## src/sv/brpc_pkg.sv

```systemverilog
package brpc_pkg;

  localparam int NUM_BUTTONS = 3;
  localparam int NUM_LINES   = 4;
  localparam int HOLD_W      = 16;

  localparam logic [1:0] MODE_TICK       = 2'd0;
  localparam logic [1:0] MODE_SET_ONE    = 2'd1;
  localparam logic [1:0] MODE_SET_ALL    = 2'd2;
  localparam logic [1:0] MODE_TOGGLE_ALL = 2'd3;

  localparam logic REG_SHORT = 1'b0;
  localparam logic REG_LONG  = 1'b1;

  localparam logic [2:0] LINE_FIRST  = 3'd1;
  localparam logic [2:0] LINE_MASTER = 3'd4;

  localparam logic [NUM_LINES-1:0] ALL_LINES = '1;
  localparam int MASTER_IDX = NUM_LINES - 1;

  typedef enum logic [1:0] {
    ACT_NONE  = 2'd0,
    ACT_SHORT = 2'd1,
    ACT_LONG  = 2'd2
  } action_t;

  typedef struct packed {
    logic       valid;
    logic [1:0] mode;
    logic [2:0] line_number;
    logic       line_on;
  } cmd_t;

  typedef struct packed {
    logic                 rejected;
    logic                 report_request;
    logic                 status_led_on;
    logic [NUM_LINES-1:0] relay_states;
  } result_t;

endpackage

```

## src/sv/brpc_lane.sv

```systemverilog
module brpc_lane
  import brpc_pkg::*;
(
  input  logic              clk,
  input  logic              rst,
  input  logic              tick,
  input  logic              pressed,
  input  logic [7:0]        short_press_ticks,
  input  logic [HOLD_W-1:0] long_press_ticks,
  output logic              toggle_req
);

  logic              timing;
  logic              timing_next;
  logic [HOLD_W-1:0] hold;
  logic [HOLD_W-1:0] hold_next;
  action_t           action;
  action_t           action_next;
  logic [HOLD_W-1:0] hold_inc;

  always_comb begin
    hold_inc    = (hold == '1) ? hold : hold + 1'b1;
    timing_next = timing;
    hold_next   = hold;
    action_next = action;
    if (pressed) begin
      if (!timing) begin
        // first pressed tick only starts timing
        timing_next = 1'b1;
        hold_next   = '0;
      end else begin
        hold_next = hold_inc;
        if (hold_inc >= long_press_ticks) begin
          action_next = ACT_LONG;
        end else if (hold_inc >= {{(HOLD_W-8){1'b0}}, short_press_ticks}) begin
          action_next = ACT_SHORT;
        end
      end
    end else begin
      timing_next = 1'b0;
      hold_next   = '0;
      action_next = ACT_NONE;
    end
  end

  assign toggle_req = tick && !pressed && (action == ACT_SHORT);

  always_ff @(posedge clk) begin
    if (rst) begin
      timing <= 1'b0;
      hold   <= '0;
      action <= ACT_NONE;
    end else if (tick) begin
      timing <= timing_next;
      hold   <= hold_next;
      action <= action_next;
    end
  end

endmodule

```

## src/sv/brpc_merge.sv

```systemverilog
module brpc_merge
  import brpc_pkg::*;
(
  input  logic                   clk,
  input  logic                   rst,
  input  cmd_t                   cmd,
  input  logic [NUM_BUTTONS-1:0] toggles,
  output result_t                result
);

  logic [NUM_LINES-1:0] lines;
  logic [NUM_LINES-1:0] lines_next;
  logic [NUM_LINES-1:0] tog_lines;
  logic [NUM_LINES-1:0] sel;
  logic                 report;
  logic                 rejected;

  always_comb begin
    // button toggles in lane order, turning a line on also turns on the master
    tog_lines = lines;
    for (int n = 0; n < NUM_BUTTONS; n++) begin
      if (toggles[n]) begin
        tog_lines[n] = ~tog_lines[n];
        if (tog_lines[n]) begin
          tog_lines[MASTER_IDX] = 1'b1;
        end
      end
    end

    sel        = '0;
    lines_next = lines;
    report     = 1'b0;
    rejected   = 1'b0;
    case (cmd.mode)
      MODE_TICK: begin
        lines_next = tog_lines;
        report     = |toggles;
      end
      MODE_SET_ONE: begin
        if (cmd.line_number >= LINE_FIRST && cmd.line_number <= LINE_MASTER) begin
          sel = NUM_LINES'(1) << (cmd.line_number[1:0] - 2'd1);
          if (cmd.line_on) begin
            lines_next = lines | sel;
            if (cmd.line_number != LINE_MASTER) begin
              lines_next[MASTER_IDX] = 1'b1;
            end
          end else begin
            lines_next = lines & ~sel;
          end
        end else begin
          rejected = 1'b1;
        end
      end
      MODE_SET_ALL: begin
        lines_next = cmd.line_on ? ALL_LINES : '0;
      end
      MODE_TOGGLE_ALL: begin
        lines_next = (lines != '0) ? '0 : ALL_LINES;
        report     = 1'b1;
      end
      default: begin
        lines_next = lines;
      end
    endcase

    result.relay_states   = lines_next;
    result.status_led_on  = lines_next[MASTER_IDX];
    result.report_request = report;
    result.rejected       = rejected;
  end

  always_ff @(posedge clk) begin
    if (rst) begin
      lines <= ALL_LINES;
    end else if (cmd.valid) begin
      lines <= lines_next;
    end
  end

endmodule

```

## src/sv/button_press_relay_controller.sv

```systemverilog
// Relay controller for four lines (line 4 is the master and drives the status
// LED) with short/long press timing on three active-low buttons. One word is
// taken per clock while s_tready is high; its result word is written into the
// output buffer on acceptance. Each button has its own timing lane, and a merge
// stage applies the lanes' toggles and the line commands to the relay state in
// the same cycle. Results pass through a two-word output buffer, so input keeps
// flowing while one result waits; s_tready drops only when two results wait.
// Thresholds are written over APB: short_press_ticks at 0x0, long_press_ticks
// at 0x4; write them only while the block is idle.
module button_press_relay_controller
  import brpc_pkg::*;
(
  input  logic        clk,
  input  logic        rst,
  input  logic        s_tvalid,
  output logic        s_tready,
  input  logic [15:0] s_tdata,   // mode[1:0], button_levels[4:2], line_number[7:5], line_on[8]
  output logic        m_tvalid,
  input  logic        m_tready,
  output logic [7:0]  m_tdata,   // relay_states[3:0], status_led_on[4], report_request[5],
                                 // rejected[6]
  input  logic        psel,
  input  logic        penable,
  input  logic        pwrite,
  input  logic [2:0]  paddr,
  input  logic [31:0] pwdata,
  output logic [31:0] prdata,
  output logic        pready
);

  logic [7:0]             short_press_ticks;
  logic [HOLD_W-1:0]      long_press_ticks;
  logic                   s_accept;
  logic                   tick;
  cmd_t                   cmd;
  logic [NUM_BUTTONS-1:0] toggles;
  result_t                result;

  result_t                buf_q [2];
  logic                   wr_ptr;
  logic                   rd_ptr;
  logic [1:0]             count;
  logic                   m_accept;

  // apb registers
  assign pready = 1'b1;

  always_ff @(posedge clk) begin
    if (rst) begin
      short_press_ticks <= 8'd50;
      long_press_ticks  <= 16'd2000;
    end else if (psel && penable && pwrite) begin
      if (paddr[2] == REG_SHORT) begin
        short_press_ticks <= pwdata[7:0];
      end else begin
        long_press_ticks <= pwdata[HOLD_W-1:0];
      end
    end
  end

  always_comb begin
    if (paddr[2] == REG_SHORT) begin
      prdata = {24'd0, short_press_ticks};
    end else begin
      prdata = {16'd0, long_press_ticks};
    end
  end

  // input side
  assign s_tready        = (count != 2'd2);
  assign s_accept        = s_tvalid && s_tready;
  assign cmd.valid       = s_accept;
  assign cmd.mode        = s_tdata[1:0];
  assign cmd.line_number = s_tdata[7:5];
  assign cmd.line_on     = s_tdata[8];
  assign tick            = s_accept && (s_tdata[1:0] == MODE_TICK);

  for (genvar n = 0; n < NUM_BUTTONS; n++) begin : g_lane
    brpc_lane u_lane (
      .clk               (clk),
      .rst               (rst),
      .tick              (tick),
      .pressed           (!s_tdata[2+n]),
      .short_press_ticks (short_press_ticks),
      .long_press_ticks  (long_press_ticks),
      .toggle_req        (toggles[n])
    );
  end

  brpc_merge u_merge (
    .clk     (clk),
    .rst     (rst),
    .cmd     (cmd),
    .toggles (toggles),
    .result  (result)
  );

  // two-word output buffer
  assign m_tvalid = (count != 2'd0);
  assign m_accept = m_tvalid && m_tready;
  assign m_tdata  = {1'b0, buf_q[rd_ptr]};

  always_ff @(posedge clk) begin
    if (s_accept) begin
      buf_q[wr_ptr] <= result;
    end
  end

  always_ff @(posedge clk) begin
    if (rst) begin
      wr_ptr <= 1'b0;
      rd_ptr <= 1'b0;
      count  <= 2'd0;
    end else begin
      if (s_accept) begin
        wr_ptr <= ~wr_ptr;
      end
      if (m_accept) begin
        rd_ptr <= ~rd_ptr;
      end
      case ({s_accept, m_accept})
        2'b10:   count <= count + 2'd1;
        2'b01:   count <= count - 2'd1;
        default: count <= count;
      endcase
    end
  end

endmodule
```

## config.mk

```make
export PLATFORM = sky130hd
export DESIGN_NAME = button_press_relay_controller
export DESIGN_NICKNAME = d
export VERILOG_FILES = /design/src/sv/brpc_pkg.sv /design/src/sv/brpc_lane.sv /design/src/sv/brpc_merge.sv /design/src/sv/button_press_relay_controller.sv
export SDC_FILE = /design/constraint.sdc
export NUM_CORES = 1
export LEC_CHECK = 0
export ABC_CLOCK_PERIOD_IN_PS = 4200
export BUFFER_PORTS_ARGS = -buffer_cell sky130_fd_sc_hd__clkbuf_2
export CORE_MARGIN = 2
export CORE_UTILIZATION = 33
export CTS_BUF_LIST = sky130_fd_sc_hd__clkbuf_16
export DETAILED_ROUTE_END_ITERATION = 16
export HOLD_SLACK_MARGIN = 0.1
export PLACE_DENSITY = 0.48
export SYNTH_ARGS = -nofsm -noshare
export SYNTH_HDL_FRONTEND = slang
export SYNTH_SLANG_ARGS = --single-unit
```

## constraint.sdc

```tcl
create_clock -name clk -period 4.2 [get_ports clk]
set_input_delay 1.05 -clock clk [delete_from_list [all_inputs] [get_ports clk]]
set_output_delay 1.05 -clock clk [all_outputs]
set_load 0.05 [all_outputs]
```

==> flow_summary.toml <==
[synthesis]
async_flop_share_pct = 0
ys_types = 68
synth-main-ff-cell = "dfxtp_1"
yosysWarnings = 0
postSynthCellCount = 900
synth-seq-cells = 102
avgSynthCellArea_um2 = 8.16
synth_area_mm2 = 0.00734
ys_seq_area_share_pct = 29.4
synth_edf_count = 12

[setup_path]
r2r_cells = 14
critPathLaunchType = "flip-flop"
reg2reg_from = "g_lane[2].u_lane.hold[0]"
worst_ep_required_time_ns = 4.45
crit_chain = "ha_1 > nand2_1 > or4_4 > o21ai_1 > buf_4 > nor2_1 > xor2_1 > ha_1 > and3_1 > a221oi_1 > nor3_1 > a41oi_1 > a21boi_0 > a211o_1"
cp-startpoint = "g_lane[2].u_lane.hold[0]"
end_kind = "flip-flop"
cp_max_fo = 6
cp_slowest_cell = "or4_4"
rr_endpoint = "g_lane[2].u_lane.action[1]"
cp_slowest_stage_delay_ns = 0.58
r2r_setup_slack_ns = 0.51
crit_top_cell = "ha_1"
crit_type = "reg -> reg"
arrival_ns = 3.94

[pwr]
intPower_mw = 1.65
fin_total_pwr_mw = 2.50
clockPowerShare_pct = 35.2
switchingPower_uw = 848
power_frac_seq_pct = 43.6
leakagePower_nw = 3.40
pwr-share-comb_pct = 21.3
peakVddDrop_v = 0.000212
powerDensity_mw_per_mm2 = 307
sw_frac_of_total_pct = 33.9

[worst_hold_path]
min_to = "long_press_ticks[15]"
worstHoldPathType = "reg -> reg"
whs_path_depth = 2
hp-start = "long_press_ticks[15]"

[timing]
tns_ns = 0
fin_crit_ns = 3.69
finalCritPeriodShare_pct = 87.9
slew_headroom_pct = 48.4
whs_ns = 0.456
slew_violations = 0
hold_viol = 0
fin_worst_skew_ns = 0.00777
rsz0062_at_grt = "no"
tightest_slew_ns = 0.772
setup_viol = 0
fmaxAchievable_mhz = 271

[clocking]
cts.sinks = 102
htreeDepth = 3
post_cts_buffers = 0
clkLatencyLatePin_ns = 0.36
cts_resized = 0
clk_pin_slew_ns = 0.08
cts_buffers = 9
cts_buffer_depth = 2
cts_root_buffer = "clkbuf_16"
ctsHoldBuffers = 0
cts_tree = "yes"

[placement]
port_buffers = 57
place_hpwl_mm = 15.0
gp_congestion = 0.822
dp.cells = 1206

[route]
wire_per_inst_um = 16.4
ant_nets = 0
drc_errors = 0
drt-total-wl_mm = 20.0
vias = 6463
drt_iter0_drc = 371
via_per_inst = 5.29
first_pass_iters = 4

[die]
die-area_mm2 = 0.0235
start_util_pct = 33.6
core_region_area_mm2 = 0.0218
die_w_um = 153
io_pins = 101
rows = 54
die_y_um = 153

[run_status]
outcome = "complete, no violations"

[grt]
grt_max_degree = 34
grt_pass1_wl_mm = 32.1
grt_pass1_vias = 5880
track_usage_pct = 17.1
antenna_found_initial = 0
grt_overflow = 0

[finish]
register_area_mm2 = 0.00216
fillCellCount = 2274
synthToLayoutAreaGrowth_pct = 10.9
drive_gt1_share_pct = 13.3
diodes = 0
nets = 1075
stdcell_count = 1222
multi_input_area_mm2 = 0.00479

[run]
maxCapViolCount = 0
==> worst max-delay path: cells and delay by family (launching register included) <==
kind | cells | cell delay (ns)
compound gates | 5 | 1.15
xor+xnor | 1 | 0.23
fa+ha+maj | 2 | 0.52
buf+inv | 1 | 0.19
flops | 1 | 0.41
simple gates | 5 | 1.06
==> cell families after synthesis <==
family | after synthesis | synth area share (%)
buffers and inverters | 99 | 6.30
other | 2 | 0.102
AND/OR/NAND/NOR | 330 | 22.2
adder cells (fa/ha/maj) | 80 | 13.6
XOR/XNOR | 32 | 3.82
multiplexers | 26 | 3.88
flip-flops | 102 | 29.4
AO/OA/AOI/OAI | 229 | 20.6
==> how the worst max path moves through the flow <==
stage | endpoint | slack (ns) | depth (start not counted)
after floorplan | prdata[1] | 0.63 | 3
after global placement | g_lane[2].u_lane.action[1] | 0.56 | 14
after detailed placement | g_lane[2].u_lane.action[1] | 0.54 | 14
after CTS | g_lane[2].u_lane.action[1] | 0.50 | 14
after global routing | g_lane[2].u_lane.action[1] | 0.08 | 14
final | g_lane[2].u_lane.action[1] | 0.51 | 14
==> routing by layer <==
| metal | wire length, um | vias to the layer above | global-route usage [%] |
|---|---|---|---|
| li1 | - | 3345 | - |
| met1 | 9860 | 2982 | 23.3 |
| met2 | 9240 | 123 | 28.3 |
| met3 | 705 | 13 | 2.81 |
| met4 | 215 | 0 | 3.92 |
| met5 | 0 | - | 0 |
==> cell usage in the layout, fill, tap and decap left out, types with 18 or more instances in the layout <==
cell type	synthesis	layout
nand2_1	85	85
clkbuf_2	3	57
o21ai_0	36	36
inv_1	36	36
dfxtp_1	90	90
xnor2_1	21	21
nand3_1	27	26
a21oi_1	64	64
nor2_1	101	101
nor3_1	21	21
ha_1	80	80
conb_1	2	18
mux2_2	20	20
nand4_1	19	19
a22oi_1	33	33
==> final cells by class <==
class | count | share of cell area (%)
Clock buffer | 10 | 3.07
Timing Repair Buffer | 72 | 4.89
Sequential cell | 102 | 26.6
Clock inverter | 6 | 0.676
Multi-Input combinational cell | 715 | 58.8
Tap cell | 280 | 4.30
Inverter | 37 | 1.71
==> cell usage after synthesis (3+ instances only) <==
cell	n	share of area (%)
a211oi_1	10	1.0
buf_2	7	0.48
clkbuf_1	27	1.4
o21a_1	4	0.41
xnor2_1	21	2.5
a22oi_1	33	3.4
dfxtp_1	90	25
nor2_1	101	5.2
or3_1	8	0.68
a211o_1	7	0.83
a311oi_1	6	0.72
and3_1	6	0.51
nand4_1	19	1.6
o31a_1	3	0.36
buf_4	21	2.1
clkbuf_2	3	0.20
a21o_1	13	1.3
a221oi_1	4	0.48
and4_1	7	0.83
nand2b_1	8	0.68
nor3_1	21	1.4
nand2_1	85	4.3
nor3b_1	5	0.51
inv_1	36	1.8
mux2i_1	6	0.82
or2_2	3	0.26
o211ai_1	13	1.3
nand3b_1	7	0.72
nand3_1	27	1.8
a21oi_1	64	4.4
xor2_1	11	1.3
a41oi_1	6	0.72
mux2_2	20	3.1
o21bai_1	3	0.31
o21ai_0	36	2.5
a31oi_1	8	0.68
edfxtp_1	12	4.9
or4_1	3	0.31
ha_1	80	14
nor4_1	10	0.85
nor2b_1	4	0.34
and2_1	5	0.43
buf_1	4	0.20
==> flip-flops by register name, indices dropped and copies added, names as in the netlist, named ones only <==
| name | count |
|---|---|
| rd_ptr | 1 |
| g_lane.u_lane.timing | 3 |
| count | 2 |
| long_press_ticks | 16 |
| buf_q | 12 |
| g_lane.u_lane.hold | 48 |
| u_merge.lines | 4 |
| short_press_ticks | 8 |
| g_lane.u_lane.action | 6 |
| wr_ptr | 1 |
==> stage by stage <==
step           utilization (%)  cell area [um2]  worst slack, ns
6_report                  37.3             8140            0.508
5_1_grt                   37.3             8140           0.0829
4_1_cts                   37.3             8140            0.502
3_5_place_dp              35.9             7840            0.539
3_3_place_gp              35.9             7840            0.556
2_1_floorplan                -             7400            0.632
==> power by group through the flow <==
stage / clock network [mW] / logic [mW] / registers, mW
4_1_cts: 0.910 / 0.538 / 1.09
3_5_place_dp: 0 / 0.535 / 1.11
6_report: 0.879 / 0.532 / 1.09
5_1_grt: 0.950 / 0.577 / 1.10
3_3_place_gp: 0 / 0.535 / 1.11
2_1_floorplan: 0 / 0.445 / 1.09
Power figures use the tool's default switching activity.
